## src/design/cfr_pkg.sv

```systemverilog
// Shared types, constants and helpers for the chunked frame receiver.
// No dependencies; imported by every module of the block.
package cfr_pkg;

   localparam int TOTAL_BITS_DEF = 16;
   localparam int TIMER_BITS_DEF = 32;

   localparam int MAX_RESULTS = 5;
   localparam int CNT_W       = $clog2(MAX_RESULTS + 1);

   localparam logic [1:0] REQ_BYTE  = 2'd0;
   localparam logic [1:0] REQ_TICK  = 2'd1;
   localparam logic [1:0] REQ_CLEAR = 2'd2;

   localparam logic [2:0] KIND_PAYLOAD  = 3'd0;
   localparam logic [2:0] KIND_TX       = 3'd1;
   localparam logic [2:0] KIND_DONE     = 3'd2;
   localparam logic [2:0] KIND_OVERFLOW = 3'd3;
   localparam logic [2:0] KIND_TIMEOUT  = 3'd4;

   localparam logic [1:0] CSR_MAX_PAYLOAD    = 2'd0;
   localparam logic [1:0] CSR_BUFFER_SIZE    = 2'd1;
   localparam logic [1:0] CSR_TIMEOUT_TICKS  = 2'd2;
   localparam logic [1:0] CSR_TIMEOUT_ENABLE = 2'd3;

   localparam logic [7:0]  MAX_PAYLOAD_RST    = 8'd8;
   localparam logic [15:0] BUFFER_SIZE_RST    = 16'd4096;
   localparam logic [31:0] TIMEOUT_TICKS_RST  = 32'd100;
   localparam logic        TIMEOUT_ENABLE_RST = 1'b1;

   localparam logic [7:0] CHAR_CR   = 8'h0D;
   localparam logic [7:0] CHAR_O    = 8'h4F;
   localparam logic [7:0] CHAR_K    = 8'h4B;
   localparam logic [7:0] CHAR_ZERO = 8'h30;

   typedef struct packed {
      logic [7:0]  max_payload;
      logic [15:0] buffer_size;
      logic [31:0] timeout_ticks;
      logic        timeout_enable;
   } cfg_type;

   typedef struct packed {
      logic [2:0] kind;
      logic [7:0] data;
   } entry_type;

   typedef struct packed {
      logic [CNT_W-1:0]                  count;
      logic                              dead;
      logic [7:0]                        cmd;
      entry_type [MAX_RESULTS-1:0]       entries;
   } bundle_type;

   typedef struct packed {
      logic load;
      logic halted;
   } parser_status_type;

   // {valid, value}
   function automatic logic [4:0] hex_decode(input logic [7:0] c);
      logic [4:0] r;
      r = 5'd0;
      if (c >= 8'h30 && c <= 8'h39) r = {1'b1, 4'(c - 8'h30)};
      else if (c >= 8'h61 && c <= 8'h66) r = {1'b1, 4'(c - 8'h57)};
      else if (c >= 8'h41 && c <= 8'h46) r = {1'b1, 4'(c - 8'h37)};
      return r;
   endfunction

endpackage

```

## src/design/cfr_parser.sv

```systemverilog
// Input register, header/payload parser state and per-request result bundle.
// Depends on cfr_pkg.
module cfr_parser
   import cfr_pkg::*;
#(
   parameter int TOTAL_BITS = TOTAL_BITS_DEF,
   parameter int TIMER_BITS = TIMER_BITS_DEF
) (
   input  logic                  clock,
   input  logic                  reset,
   input  logic                  req_valid,
   output logic                  req_stall,
   input  logic [1:0]            req_req_type,
   input  logic [7:0]            req_rx_byte,
   input  cfg_type               cfg,
   input  logic                  bundle_ready,
   output bundle_type            bundle,
   output logic [TOTAL_BITS-1:0] bundle_total,
   output parser_status_type     status
);

   localparam int SUM_W = ((TOTAL_BITS > 16) ? TOTAL_BITS : 16) + 1;

   typedef enum logic {PH_HEADER, PH_PAYLOAD} phase_type;

   logic                  in_valid_ff, in_valid_in;
   logic [1:0]            in_type_ff;
   logic [7:0]            in_byte_ff;

   phase_type             phase_ff, phase_in;
   logic [1:0]            hc_ff, hc_in;
   logic [7:0]            cmd_ff, cmd_in;
   logic [3:0]            high_ff, high_in;
   logic                  dv_ff, dv_in;
   logic [7:0]            rem_ff, rem_in;
   logic [TOTAL_BITS-1:0] total_ff, total_in;
   logic                  more_ff, more_in;
   logic                  msg_ff, msg_in;
   logic [TIMER_BITS-1:0] tick_ff, tick_in;
   logic                  dead_ff, dead_in;
   logic                  halted_ff, halted_in;

   logic                  advance;
   logic                  fin;
   logic [4:0]            h;
   logic [7:0]            len;
   logic [TOTAL_BITS-1:0] done_total;
   logic [CNT_W-1:0]      n;
   entry_type [MAX_RESULTS-1:0] ent;

   assign advance     = in_valid_ff && bundle_ready;
   assign req_stall   = in_valid_ff && !bundle_ready;
   assign in_valid_in = req_valid || (in_valid_ff && !advance);

   always_comb begin
      phase_in   = phase_ff;
      hc_in      = hc_ff;
      cmd_in     = cmd_ff;
      high_in    = high_ff;
      dv_in      = dv_ff;
      rem_in     = rem_ff;
      total_in   = total_ff;
      more_in    = more_ff;
      msg_in     = msg_ff;
      tick_in    = tick_ff;
      dead_in    = dead_ff;
      halted_in  = halted_ff;
      fin        = 1'b0;
      len        = 8'd0;
      done_total = '0;
      n          = '0;
      ent        = '0;
      h          = hex_decode(in_byte_ff);
      if (advance && !halted_ff) begin
         case (in_type_ff)
            REQ_BYTE: begin
               if (phase_ff == PH_PAYLOAD) begin
                  ent[n]   = '{kind: KIND_PAYLOAD, data: in_byte_ff};
                  n        = n + 1'b1;
                  total_in = total_ff + 1'b1;
                  rem_in   = rem_ff - 8'd1;
                  if (rem_in == 8'd0) fin = 1'b1;
               end else begin
                  case (hc_ff)
                     2'd0: begin
                        cmd_in = in_byte_ff;
                        if (!msg_ff) begin
                           msg_in   = 1'b1;
                           tick_in  = '0;
                           total_in = '0;
                        end
                        hc_in = 2'd1;
                     end
                     2'd1: begin
                        dv_in   = h[4];
                        high_in = h[3:0];
                        hc_in   = 2'd2;
                     end
                     default: begin
                        hc_in   = 2'd0;
                        tick_in = '0;
                        if (cmd_ff == CHAR_CR) begin
                           ent[n] = '{kind: KIND_TX, data: CHAR_O};
                           n      = n + 1'b1;
                           ent[n] = '{kind: KIND_TX, data: CHAR_K};
                           n      = n + 1'b1;
                           msg_in = more_ff;
                        end else begin
                           if (!dv_ff) len = 8'd0;
                           else if (!h[4]) len = {4'd0, high_ff};
                           else len = {high_ff, h[3:0]};
                           if (len > cfg.max_payload) begin
                              len     = cfg.max_payload;
                              more_in = 1'b1;
                           end else begin
                              more_in = 1'b0;
                           end
                           if (SUM_W'(len) + SUM_W'(total_ff) > SUM_W'(cfg.buffer_size)) begin
                              ent[n]    = '{kind: KIND_OVERFLOW, data: 8'd0};
                              n         = n + 1'b1;
                              phase_in  = PH_HEADER;
                              hc_in     = 2'd0;
                              high_in   = 4'd0;
                              dv_in     = 1'b0;
                              rem_in    = 8'd0;
                              total_in  = '0;
                              more_in   = 1'b0;
                              msg_in    = 1'b0;
                              tick_in   = '0;
                              halted_in = 1'b1;
                           end else if (len == 8'd0) begin
                              fin = 1'b1;
                           end else begin
                              rem_in   = len;
                              phase_in = PH_PAYLOAD;
                           end
                        end
                     end
                  endcase
               end
            end
            REQ_TICK: begin
               if (msg_ff && cfg.timeout_enable) begin
                  if (tick_ff != '1) tick_in = tick_ff + 1'b1;
                  if (32'(tick_in) > cfg.timeout_ticks) begin
                     dead_in  = 1'b1;
                     phase_in = PH_HEADER;
                     hc_in    = 2'd0;
                     high_in  = 4'd0;
                     dv_in    = 1'b0;
                     rem_in   = 8'd0;
                     total_in = '0;
                     more_in  = 1'b0;
                     msg_in   = 1'b0;
                     tick_in  = '0;
                     ent[n]   = '{kind: KIND_TIMEOUT, data: 8'd0};
                     n        = n + 1'b1;
                  end
               end
            end
            REQ_CLEAR: begin
               dead_in  = 1'b0;
               phase_in = PH_HEADER;
               hc_in    = 2'd0;
               high_in  = 4'd0;
               dv_in    = 1'b0;
               rem_in   = 8'd0;
               total_in = '0;
               more_in  = 1'b0;
               msg_in   = 1'b0;
               tick_in  = '0;
            end
            default: begin
            end
         endcase
         if (fin) begin
            ent[n]   = '{kind: KIND_TX, data: cmd_in};
            n        = n + 1'b1;
            ent[n]   = '{kind: KIND_TX, data: CHAR_ZERO};
            n        = n + 1'b1;
            ent[n]   = '{kind: KIND_TX, data: CHAR_ZERO};
            n        = n + 1'b1;
            phase_in = PH_HEADER;
            tick_in  = '0;
            if (!more_in) begin
               ent[n]     = '{kind: KIND_DONE, data: 8'd0};
               n          = n + 1'b1;
               done_total = total_in;
               total_in   = '0;
               msg_in     = 1'b0;
            end
         end
      end
   end

   assign bundle.count   = n;
   assign bundle.dead    = dead_in;
   assign bundle.cmd     = cmd_in;
   assign bundle.entries = ent;
   assign bundle_total   = done_total;
   assign status.load    = advance;
   assign status.halted  = halted_ff;

   always_ff @(posedge clock) begin
      if (reset) begin
         in_valid_ff <= 1'b0;
         phase_ff    <= PH_HEADER;
         hc_ff       <= 2'd0;
         cmd_ff      <= 8'd0;
         high_ff     <= 4'd0;
         dv_ff       <= 1'b0;
         rem_ff      <= 8'd0;
         total_ff    <= '0;
         more_ff     <= 1'b0;
         msg_ff      <= 1'b0;
         tick_ff     <= '0;
         dead_ff     <= 1'b0;
         halted_ff   <= 1'b0;
      end else begin
         in_valid_ff <= in_valid_in;
         phase_ff    <= phase_in;
         hc_ff       <= hc_in;
         cmd_ff      <= cmd_in;
         high_ff     <= high_in;
         dv_ff       <= dv_in;
         rem_ff      <= rem_in;
         total_ff    <= total_in;
         more_ff     <= more_in;
         msg_ff      <= msg_in;
         tick_ff     <= tick_in;
         dead_ff     <= dead_in;
         halted_ff   <= halted_in;
      end
   end

   always_ff @(posedge clock) begin
      if (!in_valid_ff || advance) begin
         in_type_ff <= req_req_type;
         in_byte_ff <= req_rx_byte;
      end
   end

endmodule

```

## src/design/cfr_result_queue.sv

```systemverilog
// Result bundle register: holds up to five results of one request and sends
// them one per cycle while rsp_stall is low. Depends on cfr_pkg.
module cfr_result_queue
   import cfr_pkg::*;
#(
   parameter int TOTAL_BITS = TOTAL_BITS_DEF
) (
   input  logic                  clock,
   input  logic                  reset,
   input  logic                  load,
   input  bundle_type            bundle,
   input  logic [TOTAL_BITS-1:0] bundle_total,
   output logic                  bundle_ready,
   output logic                  rsp_valid,
   input  logic                  rsp_stall,
   output logic [2:0]            rsp_out_kind,
   output logic [7:0]            rsp_out_byte,
   output logic [7:0]            rsp_msg_cmd,
   output logic [TOTAL_BITS-1:0] rsp_msg_total,
   output logic                  rsp_last_of_run,
   output logic                  rsp_dead_flag
);

   logic [CNT_W-1:0]            cnt_ff, cnt_in;
   logic [CNT_W-1:0]            idx_ff, idx_in;
   entry_type [MAX_RESULTS-1:0] ent_ff;
   logic                        dead_ff;
   logic [7:0]                  cmd_ff;
   logic [TOTAL_BITS-1:0]       total_ff;
   logic                        take;
   logic                        last;
   logic                        is_done;
   entry_type                   cur;

   assign rsp_valid    = (cnt_ff != '0);
   assign last         = (idx_ff == cnt_ff - 1'b1);
   assign take         = rsp_valid && !rsp_stall;
   assign bundle_ready = !rsp_valid || (take && last);
   assign cur          = ent_ff[idx_ff];
   assign is_done      = (cur.kind == KIND_DONE);

   assign rsp_out_kind    = cur.kind;
   assign rsp_out_byte    = cur.data;
   assign rsp_msg_cmd     = is_done ? cmd_ff : 8'd0;
   assign rsp_msg_total   = is_done ? total_ff : '0;
   assign rsp_last_of_run = last;
   assign rsp_dead_flag   = dead_ff;

   always_comb begin
      cnt_in = cnt_ff;
      idx_in = idx_ff;
      if (load) begin
         cnt_in = bundle.count;
         idx_in = '0;
      end else if (take) begin
         if (last) cnt_in = '0;
         else idx_in = idx_ff + 1'b1;
      end
   end

   always_ff @(posedge clock) begin
      if (reset) begin
         cnt_ff <= '0;
         idx_ff <= '0;
      end else begin
         cnt_ff <= cnt_in;
         idx_ff <= idx_in;
      end
   end

   always_ff @(posedge clock) begin
      if (load) begin
         ent_ff   <= bundle.entries;
         dead_ff  <= bundle.dead;
         cmd_ff   <= bundle.cmd;
         total_ff <= bundle_total;
      end
   end

endmodule

```

## src/design/chunked_frame_receiver_core.sv

```systemverilog
// Chunked frame receiver top level: configuration registers, parser, result queue.
// Depends on cfr_pkg, cfr_parser and cfr_result_queue.
// Path: a request passes the input register, then the result queue register; a busy queue holds it in the first.
// Throughput: one request per cycle while each gives at most one result and rsp_stall is low;
//   a request giving several results holds the next one until its last result leaves (one per cycle unless stalled).
// Reset: synchronous, active high; clears parser state, queue and registers.
module chunked_frame_receiver_core
   import cfr_pkg::*;
#(
   parameter int TOTAL_BITS = TOTAL_BITS_DEF,
   parameter int TIMER_BITS = TIMER_BITS_DEF
) (
   input  logic                  clock,
   input  logic                  reset,
   input  logic                  req_valid,
   output logic                  req_stall,
   input  logic [1:0]            req_req_type,
   input  logic [7:0]            req_rx_byte,
   output logic                  rsp_valid,
   input  logic                  rsp_stall,
   output logic [2:0]            rsp_out_kind,
   output logic [7:0]            rsp_out_byte,
   output logic [7:0]            rsp_msg_cmd,
   output logic [TOTAL_BITS-1:0] rsp_msg_total,
   output logic                  rsp_last_of_run,
   output logic                  rsp_dead_flag,
   input  logic                  csr_wr_en,
   input  logic [1:0]            csr_index,
   input  logic [31:0]           csr_wdata
);

   cfg_type               cfg_ff;
   bundle_type            bundle;
   logic [TOTAL_BITS-1:0] bundle_total;
   logic                  bundle_ready;
   parser_status_type     status;

   always_ff @(posedge clock) begin
      if (reset) begin
         cfg_ff.max_payload    <= MAX_PAYLOAD_RST;
         cfg_ff.buffer_size    <= BUFFER_SIZE_RST;
         cfg_ff.timeout_ticks  <= TIMEOUT_TICKS_RST;
         cfg_ff.timeout_enable <= TIMEOUT_ENABLE_RST;
      end else if (csr_wr_en) begin
         case (csr_index)
            CSR_MAX_PAYLOAD:    cfg_ff.max_payload    <= csr_wdata[7:0];
            CSR_BUFFER_SIZE:    cfg_ff.buffer_size    <= csr_wdata[15:0];
            CSR_TIMEOUT_TICKS:  cfg_ff.timeout_ticks  <= csr_wdata;
            CSR_TIMEOUT_ENABLE: cfg_ff.timeout_enable <= csr_wdata[0];
            default: begin
            end
         endcase
      end
   end

   cfr_parser #(
      .TOTAL_BITS(TOTAL_BITS),
      .TIMER_BITS(TIMER_BITS)
   ) u_parser (
      .clock        (clock),
      .reset        (reset),
      .req_valid    (req_valid),
      .req_stall    (req_stall),
      .req_req_type (req_req_type),
      .req_rx_byte  (req_rx_byte),
      .cfg          (cfg_ff),
      .bundle_ready (bundle_ready),
      .bundle       (bundle),
      .bundle_total (bundle_total),
      .status       (status)
   );

   cfr_result_queue #(
      .TOTAL_BITS(TOTAL_BITS)
   ) u_queue (
      .clock           (clock),
      .reset           (reset),
      .load            (status.load),
      .bundle          (bundle),
      .bundle_total    (bundle_total),
      .bundle_ready    (bundle_ready),
      .rsp_valid       (rsp_valid),
      .rsp_stall       (rsp_stall),
      .rsp_out_kind    (rsp_out_kind),
      .rsp_out_byte    (rsp_out_byte),
      .rsp_msg_cmd     (rsp_msg_cmd),
      .rsp_msg_total   (rsp_msg_total),
      .rsp_last_of_run (rsp_last_of_run),
      .rsp_dead_flag   (rsp_dead_flag)
   );

   a_halt_sticky: assert property (@(posedge clock) disable iff (reset)
      status.halted |=> status.halted)
      else $error("halt released without reset");

   a_halt_silent: assert property (@(posedge clock) disable iff (reset)
      (status.load && status.halted) |-> (bundle.count == '0))
      else $error("result produced while halted");

   a_timeout_dead: assert property (@(posedge clock) disable iff (reset)
      (rsp_valid && rsp_out_kind == KIND_TIMEOUT) |-> rsp_dead_flag)
      else $error("timeout result without dead flag");

   a_total_only_done: assert property (@(posedge clock) disable iff (reset)
      (rsp_valid && rsp_out_kind != KIND_DONE) |-> (rsp_msg_total == '0 && rsp_msg_cmd == 8'd0))
      else $error("message fields set on non-done result");

endmodule

```

## config.mk

```make
export PLATFORM = sky130hd
export DESIGN_NAME = chunked_frame_receiver_core
export DESIGN_NICKNAME = d
export VERILOG_FILES = /design/src/design/cfr_pkg.sv /design/src/design/cfr_parser.sv /design/src/design/cfr_result_queue.sv /design/src/design/chunked_frame_receiver_core.sv
export SDC_FILE = /design/constraint.sdc
export NUM_CORES = 1
export LEC_CHECK = 0
export ABC_CLOCK_PERIOD_IN_PS = 9000
export BUFFER_PORTS_ARGS = -buffer_cell sky130_fd_sc_hd__buf_2
export CAP_MARGIN = 20
export CORE_ASPECT_RATIO = 0.5
export CORE_UTILIZATION = 30
export DETAILED_ROUTE_END_ITERATION = 10
export PLACE_DENSITY = 0.51
export SLEW_MARGIN = 20
export SYNTH_ARGS = -nofsm -noshare
export SYNTH_HDL_FRONTEND = slang
export SYNTH_SLANG_ARGS = --single-unit
```

## constraint.sdc

```tcl
create_clock -name clock -period 9 [get_ports clock]
set_clock_uncertainty 0.1 [all_clocks]
set_input_delay 0.9 -clock clock [delete_from_list [all_inputs] [get_ports clock]]
set_output_delay 0.9 -clock clock [all_outputs]
set_load 0.03 [all_outputs]
```

==> impl_metrics.toml <==
[clock_network]
clk_latency_ns = 0.53
cts.sinks = 218
cts.path.max_buffers = 3
clk_pin_slew_ns = 0.06
ctsRootBufferMaster = "clkbuf_16"
cts_buffers = 23
cts_tree = "done"
htreeDepth = 1
holdBufCountCts = 0

[worst_setup_path]
r2r_cells = 39
r2r-end = "u_queue.ent_ff[8]"
r2r_slack_ns = 0.62
cp.arrival_ns = 8.57
cpMostUsedCell = "ha_1"
path_buf_inv = 5
cpMaxStageDelayCell = "edfxtp_1"
critical_path.top_delay_family = "compound AO/OA/AOI/OAI gates"
crit_type = "register to register"
path_max_fanout = 11
slowest_delay_ns = 0.46
startpoint_type = "register"
reg2reg_from = "u_parser.in_byte_ff[0]"
critPathRequiredTime_ns = 9.19
end_kind = "register"

[synth]
yosys_warnings = 0
syn-cell-area_um2 = 13000
ys_async_sr_fraction_pct = 0
synth_edf_count = 78
synth_cells = 1504
synth-seq-area-share_pct = 39.5
synth_cell_types = 86
syn-num-nets = 1642
avgSynthCellArea_um2 = 8.67
ys_ff_latch = 218
synthFlopType = "dfxtp_1"

[detailed_routing]
drc = 0
drt_iter0_markers = 703
vias = 10666
drt-wirelength-per-cell_um = 16.0
first_pass_iters = 6
ant_nets = 0
wirelength_um = 34600
vias_per_cell = 4.93

[timing]
worst_pin_slew_ns = 1.09
max_freq_ghz = 0.119
setup_viol = 0
drv_slew = 0
layout_min_cycle_time_ns = 8.38
tns_ns = 0
slew_headroom_pct = 27.1
hold_viol = 0
rsz0062_at_grt = "false"
timing.final.crit_share_pct = 93.1

[floorplan]
initial_core_util_pct = 30.7
io_pins = 88
fp-row-count = 53
dieWidth_um = 297
die_y_um = 149
dieArea_um2 = 44400
core_um2 = 42400

[power_and_ir_drop]
ir_drop_v = 0.0000953
power.switching_mw = 0.540
netSwitchingFraction_pct = 23.8
clock_power_share_pct = 46.4
pwr-share-seq_pct = 46.4
cell_internal_pwr_mw = 1.73
p_leak_nw = 5.96
powerDensity_nw_per_um2 = 152
combPwrFrac_pct = 7.2

[finish]
design_area_um2 = 15000
area_delta_synth_final_pct = 14.7
drive_gt1_share_pct = 13.2
fin_util_pct = 35.2
n_fill_cell = 4479
nNetsFinal = 1709
diodes = 0

[worst_hold_path]
whs_path_depth = 2
worstHoldStart = "cfg_ff[43]"
min_to = "cfg_ff[43]"
hp-class = "register to register"

[run_status]
outcome = "completed"

[run]
maxCapViolations = 0

[global_route]
overflow = 0
grt_use_total_pct = 15.6
grt_max_degree = 77
antenna_found_initial = 0
grt_pass1_vias = 10116
grt_pass1_wl_um = 55600

[placed_design]
hpwl_um = 25800
dpl_cell_area_um2 = 14100
finalWeightedCongestion = 0.871
io_buffers = 87
==> synth_stat cells (all sizes together) (32+ instances only) <==
library cell	instances	area, um2
nand2	225	845
dfxtp	140	2800
a21oi	132	672
nor2	130	488
inv	94	353
ha	88	1100
edfxtp	78	2340
clkbuf	57	215
o21ai	56	280
nand3	39	200
nor3	37	185
and2	32	200
==> worst register-to-register path, delay by kind of cell, from the launching register on <==
kind / cells / cell delay (ns)
compound gates: 16 / 2.87
simple gates: 11 / 1.99
fa+ha+maj: 5 / 1.45
buf+inv: 5 / 0.80
flops: 1 / 0.46
mux: 1 / 0.38
xor+xnor: 1 / 0.08
==> worst max path at each step <==
stage / endpoint / cells after the start / start
final: u_queue.ent_ff[8] / 39 / u_parser.in_byte_ff[0]
after global routing: u_queue.ent_ff[8] / 38 / u_parser.in_byte_ff[0]
after CTS: u_queue.ent_ff[8] / 39 / u_parser.in_byte_ff[0]
after global placement: u_queue.ent_ff[8] / 39 / u_parser.in_byte_ff[0]
after floorplan: u_queue.ent_ff[8] / 41 / u_parser.in_byte_ff[1]
after detailed placement: u_queue.ent_ff[8] / 39 / u_parser.in_byte_ff[0]
==> per-layer routing <==
metal	global-route usage, %	up-vias	wire [um]
li1	-	5499	-
met1	21.7	4943	16900
met2	25.2	188	15700
met3	2.67	36	1490
met4	3.70	0	559
met5	0	-	0
==> cell families (layout without fill, tap and decap cells) <==
group	Yosys count	in the layout	synth area share (%)
AO/OA/AOI/OAI	348	348	17.6
XOR/XNOR	48	48	3.34
adder cells (fa/ha/maj)	89	89	8.60
buffers and inverters	167	251	5.17
flip-flops	218	218	39.5
multiplexers	43	43	4.40
other	1	1	0.0288
AND/OR/NAND/NOR	590	590	21.4
==> metrics by stage <==
| step | instances | hold slack, ns | total power, mW | setup WS [ns] |
|---|---|---|---|---|
| floorplan | 1504 | 0.336 | 1.18 | 0.212 |
| global placement | 2121 | 0.343 | 1.24 | 0.265 |
| detailed placement | 2122 | 0.347 | 1.24 | 0.0371 |
| CTS | 2164 | 0.355 | 2.30 | 0.0313 |
| global route | 2165 | 0.371 | 2.36 | 0.0255 |
| finish | 2165 | 0.354 | 2.27 | 0.617 |
==> repair_timing <==
item | 4_1_cts | 5_1_grt
setup endpoints to repair | 0 | 103
gates resized for setup | 0 | 6
setup buffers | 0 | 1
==> placed cells by master (no fill, tap or decap), types with 6 or more instances in the layout <==
cell type / count
nor2_1: 129
or3_1: 7
nor2b_1: 23
mux4_2: 10
nand2b_1: 10
mux2_2: 11
ha_1: 88
a21oi_1: 130
a311oi_1: 6
xnor2_1: 27
buf_2: 86
a211oi_1: 7
nand4_1: 26
nand3_1: 38
xor2_1: 20
edfxtp_1: 78
or4_1: 6
o41ai_1: 8
nor3_1: 36
o21ai_0: 54
a21o_1: 19
or2_2: 9
and3_1: 19
dfxtp_1: 140
clkbuf_16: 23
inv_1: 93
o211ai_1: 10
nor4_1: 8
and2_1: 31
mux2i_1: 20
a31oi_1: 9
nand2_1: 225
o22ai_1: 8
a22o_1: 22
a22oi_1: 6
o31ai_1: 9
buf_4: 29
==> area by class of cell <==
cell class	count	area, um2	share of cell area (%)
tap	577	722	4.83
timing repair buffer	115	648	4.33
multi-input combinational	1119	7270	48.6
clock inverter	13	199	1.33
inverter	94	353	2.36
sequential	218	5140	34.4
clock buffer	29	618	4.13
==> power by group through the flow <==
stage          registers, mW  clock network (mW)  logic, mW
5_1_grt                 1.05                1.12      0.182
4_1_cts                 1.05                1.08      0.164
3_5_place_dp            1.07                   0      0.163
2_1_floorplan           1.07                   0      0.108
3_3_place_gp            1.07                   0      0.163
6_report                1.05                1.05      0.163
==> flip-flops by register name (all words and copies together) (netlist names), 2 cells and up <==
name / count
cfg_ff: 57
u_queue.ent_ff: 43
u_parser.tick_ff: 32
u_parser.total_ff: 16
u_queue.total_ff: 16
u_parser.cmd_ff: 8
u_parser.in_byte_ff: 8
u_parser.rem_ff: 8
u_queue.cmd_ff: 8
u_parser.high_ff: 4
u_queue.cnt_ff: 3
u_queue.idx_ff: 3
u_parser.hc_ff: 2
u_parser.in_type_ff: 2
Note: power is estimated with default switching activity, not from simulation.
